**config.mk**
```make
export PLATFORM = sky130hd
export DESIGN_NAME = rgb_min_max_contrast_stretch
export DESIGN_NICKNAME = d
export VERILOG_FILES = /design/src/hdl/rmmcs_pkg.sv /design/src/hdl/rmmcs_lane.sv /design/src/hdl/rmmcs_merge.sv /design/src/hdl/rgb_min_max_contrast_stretch.sv
export SDC_FILE = /design/constraint.sdc
export NUM_CORES = 1
export LEC_CHECK = 0
export ABC_AREA = 1
export BUFFER_PORTS_ARGS = -buffer_cell sky130_fd_sc_hd__buf_2
export CORE_MARGIN = 2
export CORE_UTILIZATION = 32
export DETAILED_ROUTE_END_ITERATION = 10
export HOLD_SLACK_MARGIN = 0.08
export PLACE_DENSITY_LB_ADDON = 0.05
export RECOVER_POWER = 50
export SYNTH_ARGS = -nofsm -noshare
export SYNTH_HDL_FRONTEND = slang
export SYNTH_SLANG_ARGS = --single-unit
```
**constraint.sdc**
```tcl
create_clock -name clk -period 9.35 [get_ports clk]
set_clock_uncertainty 0.05 [all_clocks]
set_input_delay 0.4675 -clock clk [delete_from_list [all_inputs] [get_ports clk]]
set_output_delay 0.4675 -clock clk [all_outputs]
set_load 0.1 [all_outputs]
```
**src/hdl/rmmcs_pkg.sv**
```systemverilog
package rmmcs_pkg;
  localparam int ChanW = 8;
  localparam int NumLanes = 3;
  localparam int ProdW = 16;
  localparam logic [ChanW-1:0] ChanMax = 8'd255;
  localparam logic OpMeasure = 1'b0;
  localparam logic OpApply = 1'b1;

  typedef struct packed {
    logic [ChanW-1:0] low;
    logic [ChanW-1:0] high;
  } range_t;
endpackage

```
**src/hdl/rmmcs_lane.sv**
```systemverilog
// One color channel: running min/max tracker and a serial restoring divider.
module rmmcs_lane (
  input  logic                          clk,
  input  logic                          rst,
  input  logic                          measure,
  input  logic                          clear,
  input  logic                          start,
  input  logic                          step,
  input  logic [rmmcs_pkg::ChanW-1:0]   sample,
  output logic [rmmcs_pkg::ChanW-1:0]   result
);
  localparam int W = rmmcs_pkg::ChanW;
  localparam int PW = rmmcs_pkg::ProdW;

  rmmcs_pkg::range_t rng;
  logic [W-1:0] lo_eff, hi_eff;

  always_comb begin
    lo_eff = clear ? rmmcs_pkg::ChanMax : rng.low;
    hi_eff = clear ? '0 : rng.high;
  end

  always_ff @(posedge clk) begin
    if (rst) begin
      rng.low  <= rmmcs_pkg::ChanMax;
      rng.high <= '0;
    end else if (measure) begin
      rng.low  <= (sample < lo_eff) ? sample : lo_eff;
      rng.high <= (sample > hi_eff) ? sample : hi_eff;
    end
  end

  // Division state: remainder, dividend shift register, divisor, bypass value.
  // When not bypassed, the remainder stays below the divisor, so it fits in W bits.
  logic [W-1:0]  rem;
  logic [PW-1:0] quo;
  logic [W-1:0]  span;
  logic          bypass;
  logic [W-1:0]  bypass_val;
  logic [W:0]    trial;
  logic [PW-1:0] num;

  always_comb begin
    num = PW'({8'd0, sample} - {8'd0, rng.low}) * PW'(rmmcs_pkg::ChanMax);
    trial = {rem, quo[PW-1]} - {1'b0, span};
  end

  always_ff @(posedge clk) begin
    if (start) begin
      rem  <= '0;
      quo  <= num;
      span <= rng.high - rng.low;
      if (rng.high <= rng.low) begin
        bypass <= 1'b1; bypass_val <= sample;
      end else if (sample <= rng.low) begin
        bypass <= 1'b1; bypass_val <= '0;
      end else if (sample >= rng.high) begin
        bypass <= 1'b1; bypass_val <= rmmcs_pkg::ChanMax;
      end else begin
        bypass <= 1'b0; bypass_val <= '0;
      end
    end else if (step) begin
      if (!trial[W]) begin
        rem <= trial[W-1:0];
        quo <= {quo[PW-2:0], 1'b1};
      end else begin
        rem <= {rem[W-2:0], quo[PW-1]};
        quo <= {quo[PW-2:0], 1'b0};
      end
    end
  end

  // Quotient is below 255 when not bypassed, so the low byte suffices.
  assign result = bypass ? bypass_val : quo[W-1:0];
endmodule

```
**src/hdl/rmmcs_merge.sv**
```systemverilog
// Collects the three lane results into the output word register.
module rmmcs_merge (
  input  logic                        clk,
  input  logic                        rst,
  input  logic                        load,
  input  logic                        take,
  input  logic [rmmcs_pkg::ChanW-1:0] r,
  input  logic [rmmcs_pkg::ChanW-1:0] g,
  input  logic [rmmcs_pkg::ChanW-1:0] b,
  output logic                        valid,
  output logic [3*rmmcs_pkg::ChanW-1:0] word
);
  always_ff @(posedge clk) begin
    if (rst) valid <= 1'b0;
    else if (load) valid <= 1'b1;
    else if (take) valid <= 1'b0;
  end
  always_ff @(posedge clk) begin
    if (load) word <= {b, g, r};
  end
endmodule

```
**src/hdl/rgb_min_max_contrast_stretch.sv**
```systemverilog
// Flow: a measure word updates the range registers when it is accepted; an apply
// word's pixel is offered after the 16 divider steps, then the merge register.
// Throughput: one measure word per cycle while no division runs and no pixel waits;
// a new apply word waits until the previous one has passed the bit-serial restoring
// divider in each of the three channel lanes and its pixel has been taken.
// Reset: synchronous active-high rst sets every minimum to 255 and every
// maximum to 0, and empties the output register.
module rgb_min_max_contrast_stretch (
  input  logic        clk,
  input  logic        rst,
  input  logic        s_tvalid,
  output logic        s_tready,
  input  logic [23:0] s_tdata,  // red_in, green_in, blue_in
  input  logic [1:0]  s_tuser,  // operation, first
  output logic        m_tvalid,
  input  logic        m_tready,
  output logic [23:0] m_tdata   // red_out, green_out, blue_out
);
  localparam int W = rmmcs_pkg::ChanW;
  localparam int Steps = rmmcs_pkg::ProdW;

  logic acc, is_apply, measure, start, step, done, busy, out_valid;
  logic [4:0] cnt;
  logic [W-1:0] q_r, q_g, q_b;

  // Input accepted only while no division runs and the output register is free.
  assign s_tready = !busy && !out_valid;
  assign acc = s_tvalid && s_tready;
  assign is_apply = s_tuser[0] == rmmcs_pkg::OpApply;
  assign measure = acc && !is_apply;
  assign start = acc && is_apply;
  assign step = busy && cnt != 5'(Steps);
  assign done = busy && cnt == 5'(Steps);

  always_ff @(posedge clk) begin
    if (rst) begin
      busy <= 1'b0;
      cnt  <= '0;
    end else if (start) begin
      busy <= 1'b1;
      cnt  <= '0;
    end else if (done) begin
      busy <= 1'b0;
    end else if (step) begin
      cnt <= cnt + 5'd1;
    end
  end

  rmmcs_lane u_red (.clk, .rst, .measure, .clear(s_tuser[1]), .start, .step,
    .sample(s_tdata[7:0]), .result(q_r));
  rmmcs_lane u_grn (.clk, .rst, .measure, .clear(s_tuser[1]), .start, .step,
    .sample(s_tdata[15:8]), .result(q_g));
  rmmcs_lane u_blu (.clk, .rst, .measure, .clear(s_tuser[1]), .start, .step,
    .sample(s_tdata[23:16]), .result(q_b));

  rmmcs_merge u_merge (.clk, .rst, .load(done), .take(m_tready), .r(q_r),
    .g(q_g), .b(q_b), .valid(out_valid), .word(m_tdata));

  assign m_tvalid = out_valid;

  // Note: s_tdata holds the sample stable during division only in that the
  // lane registered num at start; the divider never reads sample after start.

  a_no_accept_busy: assert property (@(posedge clk) disable iff (rst)
    busy |-> !s_tready) else $error("accepted while dividing");
  a_done_loads: assert property (@(posedge clk) disable iff (rst)
    done |=> m_tvalid) else $error("result lost");
  a_start_busy: assert property (@(posedge clk) disable iff (rst)
    start |=> busy) else $error("divider did not start");
endmodule
```
==> flow_summary.ini, run 1 <==
[outcome]
status = finished with violations
failed_checks = max-capacitance violations, max-slew violations

[route]
drc = 0
routed_wl_um = 48800
drtIter0Drc = 759
dr_total_vias = 15200
drt-vias-per-instance = 4.65
antenna_left = 0
routedWlPerCell_um = 14.9
firstDrtPassIters = 5

[layout]
antennaDiodeCount = 0
fillers = 6272
stdcell_area_um2 = 21000
seq_area_um2 = 5280
area_delta_synth_final_pct = 10.7
multiInputGateArea_um2 = 11700
fin_nets = 2829
drive_above_1_share_pct = 7.08

[logic_synthesis]
avgSynthCellArea_um2 = 7.80
synth_ff_type = edfxtp_1
ys_async_sr_fraction_pct = 0
synth_edf_count = 123
synth-seq-cells = 202
yosysWarnings = 0
synth_seq_area_share_pct = 27.8
netlist_instances = 2430
yosysUniqueCellTypes = 47
netlist_area_um2 = 19000
syn_nets = 2780

[setup_path]
required_ns = 9.61
end_kind = flip-flop
max_stage_delay_ns = 0.54
r2r-end = u_red.quo[15]
critPathArrivalTime_ns = 5.98
rr_worst_depth = 26
slowest_stage = fa_1
cp_max_fo = 5
rrSetupSlack_ns = 3.62
crit_top_cell = inv_1
crit_path_end = u_red.quo[15]
r2r-start = u_red.rng[8]
crit_start = u_red.rng[8]
crit_type = flip-flop to flip-flop
cp-start-kind = flip-flop

[placed_design]
pre_cts_slack_ns = 3.26
place_congestion = 0.813
dp_hpwl_um = 37800
place_area_um2 = 20100
io_buffers = 55

[floorplanning]
initial_core_util_pct = 32.2
ios = 56
die_h_um = 247
row_count = 89
dieArea_um2 = 61200
die_x_um = 247
core_um2 = 58800

[sta]
period_share_pct = 61.3
finalSetupTns_ns = 0
fmax_mhz = 175
rsz0062_at_grt = false
slew_headroom_pct = -94.7
fin_ws_ns = 3.62
worst_pin_slew_ns = 2.92
report.final.slew_viol_count = 161
min_period_ns = 5.73
hold_viol_final = 0
finalSetupViolCount = 0

[global_routing]
grt_max_degree = 71
grt_first_pass_wirelength_um = 80800
grt_pass1_vias = 15300
grt_remaining_overflow = 0
grt_usage_pct = 16.4
antenna_found_initial = 1

[clocking]
clkLatencyLatePin_ns = 0.57
clock_path_buffers = 3
clkTransAtPathRegs_ns = 0.06
htree_levels = 1
ctsRootBufferMaster = clkbuf_16
cts_buffers = 28
tritoncts = yes
cts_hold_buf = 0
post_cts_buffers = 0
cts.sinks = 202
ctsResizeCount = 0

[min_path]
hold_class = input port to flip-flop

[job]
maxCapViolations = 4
## metal layers
metal  vias to the layer above  wire length, um  track usage [%]  part of all wire [%]
li1                       7980                -                -                     -
met1                      6998            25600             23.9                    52
met2                       196            21000             26.1                    43
met3                        47             1470             1.79                   3.0
met4                         2              784             3.29                   1.6
met5                         -               13                0                 0.027
## Yosys cell counts (all sizes together) (5+ instances only)
| library cell | n | area share, % |
|---|---|---|
| nor2 | 81 | 1.7 |
| o211ai | 25 | 0.99 |
| a31oi | 13 | 0.43 |
| a21o | 17 | 0.67 |
| fa | 81 | 8.6 |
| dfxtp | 79 | 8.3 |
| nand2 | 587 | 13 |
| inv | 479 | 9.5 |
| o21ai | 192 | 5.3 |
| o21bai | 18 | 0.71 |
| ha | 239 | 16 |
| xnor2 | 24 | 1.1 |
| mux2 | 5 | 0.30 |
| edfxtp | 123 | 19 |
| a21oi | 168 | 4.6 |
| nor3 | 12 | 0.37 |
| or2 | 6 | 0.20 |
| o21a | 7 | 0.28 |
| clkbuf | 39 | 0.77 |
| xor2 | 79 | 3.7 |
| nand3 | 108 | 3.1 |
| nand4 | 23 | 0.76 |
## critical path, delay by kind of cell, from the launching register on
kind / cells / cell delay [ns]
buffers and inverters: 7 / 0.67
AO/OA/AOI/OAI: 1 / 0.33
AND/OR/NAND/NOR: 9 / 0.81
adder cells (fa/ha/maj): 7 / 2.64
XOR/XNOR: 2 / 0.51
flip-flops: 1 / 0.43
## per-stage QoR
step / hold WS [ns] / instances / utilization (%)
6_report: 0.175 / 3274 / 35.7
2_1_floorplan: 0.402 / 2430 / -
5_1_grt: 0.172 / 3274 / 35.7
4_1_cts: 0.146 / 3274 / 35.8
3_5_place_dp: 0.424 / 3222 / 34.2
3_3_place_gp: 0.420 / 3222 / 34.2
## state kept, by name, summed over array words and instances, names as in the netlist, 16 cells and up
| name | count |
|---|---|
| u_red.rng | 16 |
| u_grn.quo | 16 |
| u_merge.word | 24 |
| u_blu.rng | 16 |
| u_blu.quo | 16 |
| u_red.quo | 16 |
| u_grn.rng | 16 |
## kinds of logic (layout without fill, tap and decap cells)
logic type | after synthesis | count (layout) | share of synthesized area [%]
xor gates and xnor gates | 103 | 103 | 4.84
adders and majority gates | 320 | 320 | 24.3
muxes | 5 | 5 | 0.297
buffers and inverters | 524 | 595 | 10.4
and+or+nand+nor | 827 | 827 | 19.0
DFF | 202 | 202 | 27.8
AOI/OAI and AO/OA | 449 | 449 | 13.3
## worst min path at each step
stage | from | end | slack, ns | cells after the start
after floorplan | cnt[4] | cnt[4] | 0.40 | 2
after global placement | cnt[4] | cnt[4] | 0.42 | 2
after detailed placement | cnt[4] | cnt[4] | 0.42 | 2
after CTS | m_tready | u_merge.valid | 0.15 | 3
after global routing | m_tready | u_merge.valid | 0.17 | 3
final | m_tready | u_merge.valid | 0.18 | 3
## final cells by class
cell class / instances / area share [%]
Clock buffer: 35 / 3.46
Clock inverter: 17 / 0.960
Inverter: 482 / 8.62
Multi-Input combinational cell: 1704 / 55.9
Sequential cell: 202 / 25.1
Tap cell: 773 / 4.61
Timing Repair Buffer: 61 / 1.33
## cells in the final DEF, fill, tap and decap left out, drive strengths merged, types with 5 or more instances in the layout
master	instances
a21o	17
a21oi	168
a31oi	13
buf	32
clkbuf	64
clkinv	12
dfxtp	79
edfxtp	123
fa	81
ha	239
inv	480
mux2	5
nand2	587
nand3	108
nand4	23
nor2	81
nor3	12
o211ai	25
o21a	7
o21ai	192
o21bai	18
or2	6
xnor2	24
xor2	79
Power of run 1 is left out: the tool's default activity adds up to more than one toggle a clock period on the data nets, which glitch-free logic cannot reach.
==> inputs of run 2 (changes only) <==
==> constraint.sdc (replaced) <==
create_clock -name clk -period 4.66 [get_ports clk]
set_clock_uncertainty 0.05 [all_clocks]
set_input_delay 0.233 -clock clk [delete_from_list [all_inputs] [get_ports clk]]
set_output_delay 0.233 -clock clk [all_outputs]
set_load 0.1 [all_outputs]
==> flow_summary.ini, run 2 (synthesis results as in run 1) <==
[outcome]
status = finished with violations
failed_checks = max-capacitance violations, max-slew violations, negative setup slack

[floorplanning]
ios = 56
die_h_um = 247
dieArea_um2 = 61200
row_count = 89
die_x_um = 247
core_um2 = 58800
initial_core_util_pct = 32.2

[setup_path]
path_delay_family = adder cells
max_stage_delay_ns = 0.59
cp_max_fo = 4
slowest_stage = fa_1
rrSetupSlack_ns = -0.34
cp-start-kind = flip-flop
required_ns = 4.88
r2r-end = u_red.quo[13]
rr_worst_depth = 25
r2r-start = u_red.rng[8]
crit_top_cell = ha_4
crit_type = flip-flop to flip-flop
end_kind = flip-flop
path_buf_inv = 6
critPathArrivalTime_ns = 5.22

[min_path]
worstHoldEndpoint = u_grn.bypass_val[0]
min_from = s_tdata[8]
min_path_cells = 4
hold_class = input port to flip-flop

[global_routing]
grt_use_met1_pct = 25.1
groute.layer.met2.usage_pct = 30.8
antenna_found_initial = 0
grt_first_pass_wirelength_um = 89500
grt_usage_pct = 18.2
grt_max_degree = 71
grt_use_met3_pct = 2.02
grt_busiest_layer = met2
grt_remaining_overflow = 0
grt_pass1_vias = 17300

[placed_design]
pre_cts_slack_ns = -0.559
io_buffers = 55
dp_hpwl_um = 42500
place_congestion = 0.843

[layout]
multiInputGateArea_um2 = 13500
fillers = 5922
seq_area_um2 = 5280
area_delta_synth_final_pct = 36.1
fin_nets = 3199
final_core_util_pct = 43.9
drive_above_1_share_pct = 29.4
antennaDiodeCount = 0
largest_reg_flops = 24
layout_commonest_cell = nand2_1
final_cell_mix = nand2_1 (479), inv_1 (387), buf_4 (321)
regMostFlops = u_merge.word

[job]
maxCapViolations = 2

[sta]
worst_pin_slew_ns = 3.03
finalSetupViolCount = 19
slew_headroom_pct = -102
rsz0062_at_grt = true
min_period_ns = 5.00
period_share_pct = 107
hold_viol_final = 0
fin_ws_ns = -0.341
fmax_mhz = 200
report.final.slew_viol_count = 86

[route]
dr_total_vias = 16800
drtIter0Drc = 743
drt-vias-per-instance = 4.62
drc = 0
firstDrtPassIters = 5
routed_wl_um = 54700
routedWlPerCell_um = 15.0
antenna_left = 0

[clocking]
tritoncts = yes
cts.sinks = 202
cts_buffers = 28
ctsRootBufferMaster = clkbuf_16
clock_path_buffers = 3
clkTransAtPathRegs_ns = 0.06
htree_levels = 1
clkLatencyLatePin_ns = 0.60
run 2: cell count changes in the layout (fill, tap and decap cells not counted), sizes merged:
cell and delta:
clkinv -4, inv +3, clkbuf +9, clkinvlp -2
buf +345, bufinv -1, dlygate4sd3 +20
run 2: worst max path at each step:
stage,startpoint,end,cells past startpoint
5_1_grt,u_grn.rng[8],u_grn.quo[15],29
3_3_place_gp,s_tdata[16],u_blu.quo[15],28
4_1_cts,u_grn.rng[8],u_grn.quo[15],28
2_1_floorplan,u_blu.rng[8],u_blu.quo[12],26
3_5_place_dp,s_tdata[16],u_blu.quo[15],28
6_report,u_red.rng[8],u_red.quo[13],25
run 2: worst reg2reg max path, stage by stage, from the launching register on:
cell and delay [ns]:
dfxtp_4 0.36, ha_4 0.13, inv_4 0.03, fa_2 0.43, buf_6 0.14, nand3_4 0.08, nand4_1 0.14, nand2_4 0.12
nand2_1 0.07, nand2_1 0.07, inv_2 0.05, ha_4 0.24, fa_2 0.52, fa_1 0.43, fa_1 0.59, ha_4 0.23
nand2_2 0.07, inv_1 0.05, a21oi_2 0.13, inv_1 0.07, buf_4 0.13, a21oi_2 0.15, nor2_1 0.06, nor2_1 0.11
xor2_1 0.15, o21ai_0 0.09
run 2: stage by stage:
step                      hold WS [ns]  TNS (ns)  cell area (um2)  std cells
final                            0.124     -3.68            25800       3644
after detailed placement         0.427     -7.49            22900       3519
after CTS                       0.0831     -2.77            25100       3618
after global routing             0.122     -8.99            25800       3644
after global placement           0.420     -6.70            22900       3519
after floorplan                  0.350    -0.888            19500       2430
run 2: what timing repair did:
item                       CTS  global route
hold buffers                20             0
resized for setup          173           167
setup endpoints to repair   26            26
hold endpoints to repair    31             0
pin swaps                  112           127
setup buffers               27            26
run 2: layout make-up:
class                           instances  area share (%)
Multi-Input combinational cell       1704            52.3
Sequential cell                       202            20.5
Timing Repair Buffer                  431            12.4
Inverter                              482            7.08
Clock buffer                           39            3.24
Tap cell                              773            3.75
Clock inverter                         13           0.674
run 2: metal layers:
layer  part of all wire [%]  routed length [um]
met2                     46               25000
met5                      0                   0
met4                    1.8                 981
met1                     49               26900
met3                    3.3                1810
Power of run 2 is left out for the same reason.
==> inputs of run 3 (changes only) <==
--- a/config.mk
+++ b/config.mk
@@ -10,9 +10,11 @@
 export CORE_MARGIN = 2
 export CORE_UTILIZATION = 32
 export DETAILED_ROUTE_END_ITERATION = 10
+export GPL_TIMING_DRIVEN = 1
 export HOLD_SLACK_MARGIN = 0.08
 export PLACE_DENSITY_LB_ADDON = 0.05
 export RECOVER_POWER = 50
+export SETUP_SLACK_MARGIN = 0.1
 export SYNTH_ARGS = -nofsm -noshare
 export SYNTH_HDL_FRONTEND = slang
 export SYNTH_SLANG_ARGS = --single-unit
==> constraint.sdc (replaced) <==
create_clock -name clk -period 5.6 [get_ports clk]
set_clock_uncertainty 0.05 [all_clocks]
set_input_delay 0.28 -clock clk [delete_from_list [all_inputs] [get_ports clk]]
set_output_delay 0.28 -clock clk [all_outputs]
set_load 0.1 [all_outputs]
==> flow_summary.ini, run 3 (synthesis results as in run 1) <==
[layout]
final_cell_mix = nand2_1 (533), inv_1 (457), ha_1 (218)
regMostFlops = u_merge.word
final_core_util_pct = 37.3
antennaDiodeCount = 0
area_delta_synth_final_pct = 15.6
fin_nets = 2888
layout_commonest_cell = nand2_1
fin_cells = 3333
largest_reg_flops = 24
drive_above_1_share_pct = 12.0

[route]
firstDrtPassIters = 5
routedWlPerCell_um = 15.0
drc = 0
drtIter0Drc = 634
dr_total_vias = 15600
antenna_left = 0
routed_wl_um = 49900
drt-vias-per-instance = 4.68

[global_routing]
grt_first_pass_wirelength_um = 81200
grt_remaining_overflow = 0
grt_max_degree = 70
grt_usage_pct = 16.5
grt_use_met1_pct = 23.5
grt_busiest_layer = met2
grt_use_met3_pct = 2.17
antenna_found_initial = 1
grt_pass1_vias = 15400
groute.layer.met2.usage_pct = 26.8

[setup_path]
critPathArrivalTime_ns = 5.53
crit_top_cell = inv_1
cp_max_fo = 3
cp.depth = 27
crit_type = input port to flip-flop
rrSetupSlack_ns = 0.39
r2r-start = u_red.rng[10]
end_kind = flip-flop
crit_start = s_tdata[0]
path_buf_inv = 10
r2r-end = u_red.quo[15]
required_ns = 5.88
rr_worst_depth = 32
path_delay_family = adder cells
max_stage_delay_ns = 0.54
slowest_stage = fa_1
cp-start-kind = input port

[sta]
fmax_mhz = 190
worst_pin_slew_ns = 2.66
slew_headroom_pct = -77.7
finalSetupViolCount = 0
rsz0062_at_grt = true
report.final.slew_viol_count = 70
period_share_pct = 93.8
hold_viol_final = 0
finalSetupTns_ns = 0
min_period_ns = 5.25

[floorplanning]
die_x_um = 247
die_h_um = 247
dieArea_um2 = 61200
core_um2 = 58800
ios = 56
initial_core_util_pct = 32.2
row_count = 89

[min_path]
min_from = s_tdata[2]
min_path_cells = 3
worstHoldEndpoint = u_red.rng[10]
hold_class = input port to flip-flop

[job]
maxCapViolations = 2

[placed_design]
dp.cells = 3261
io_buffers = 55
place_congestion = 0.807
dp_hpwl_um = 38600

[clocking]
clock_path_buffers = 3
clkLatencyLatePin_ns = 0.57
cts.sinks = 202
tritoncts = yes
cts_buffers = 28
ctsRootBufferMaster = clkbuf_16
htree_levels = 1
clkTransAtPathRegs_ns = 0.06

[outcome]
status = finished with violations
failed_checks = max-capacitance violations, max-slew violations
-- run 3: cell count changes in the layout (fill, tap and decap cells not counted), moves of 23 or more --
cell and change:
inv_1 +70, ha_1 +35, nand2_2 -35, buf_6 -23, buf_4 -269, inv_2 -64
ha_4 -39, nand2_1 +54
-- run 3: worst max-delay path by stage --
| stage | endpoint | slack [ns] |
|---|---|---|
| floorplan | u_red.quo[12] | 0.33 |
| global placement | u_blu.quo[12] | 0.06 |
| detailed placement | u_blu.quo[12] | 0.05 |
| CTS | u_grn.quo[15] | 0.12 |
| global route | u_red.quo[15] | 0.03 |
| finish | u_red.quo[15] | 0.35 |
-- run 3: final cells by class --
| cell class | instances | area [um2] |
|---|---|---|
| fill | 6193 | 36900 |
| sequential | 202 | 5280 |
| clock inverter | 21 | 246 |
| tap | 773 | 967 |
| multi-input combinational | 1704 | 12200 |
| timing repair buffer | 120 | 748 |
| clock buffer | 31 | 722 |
| inverter | 482 | 1810 |
-- run 3: through the flow --
step / hold WS (ns) / instance area (um2) / setup WS [ns]
5_1_grt: 0.107 / 21900 / 0.0270
6_report: 0.102 / 21900 / 0.350
2_1_floorplan: 0.397 / 19000 / 0.329
3_5_place_dp: 0.429 / 20400 / 0.0472
3_3_place_gp: 0.418 / 20400 / 0.0639
4_1_cts: 0.0836 / 21400 / 0.117
-- run 3: what timing repair did --
item | in CTS | in global routing
pin swaps | 0 | 26
hold buffers | 8 | 0
hold endpoints to repair | 12 | 0
buffers inserted | 0 | 12
resized for setup | 1 | 95
cloned | 0 | 0
endpoints found under the setup margin | 1 | 18
-- run 3: routing by layer --
| metal | up-vias | share of wire [%] | routed length (um) |
|---|---|---|---|
| met5 | - | 0.028 | 14 |
| met4 | 2 | 1.6 | 788 |
| met3 | 49 | 3.5 | 1760 |
| met2 | 193 | 44 | 21900 |
| met1 | 7240 | 51 | 25400 |
| li1 | 8099 | - | - |
-- run 3: tightest hold or removal path: cells and delay by family --
kind	cells	cell delay (ns)
buf+inv	1	0.21
compound gates	2	0.20
Power of run 3 is left out for the same reason.
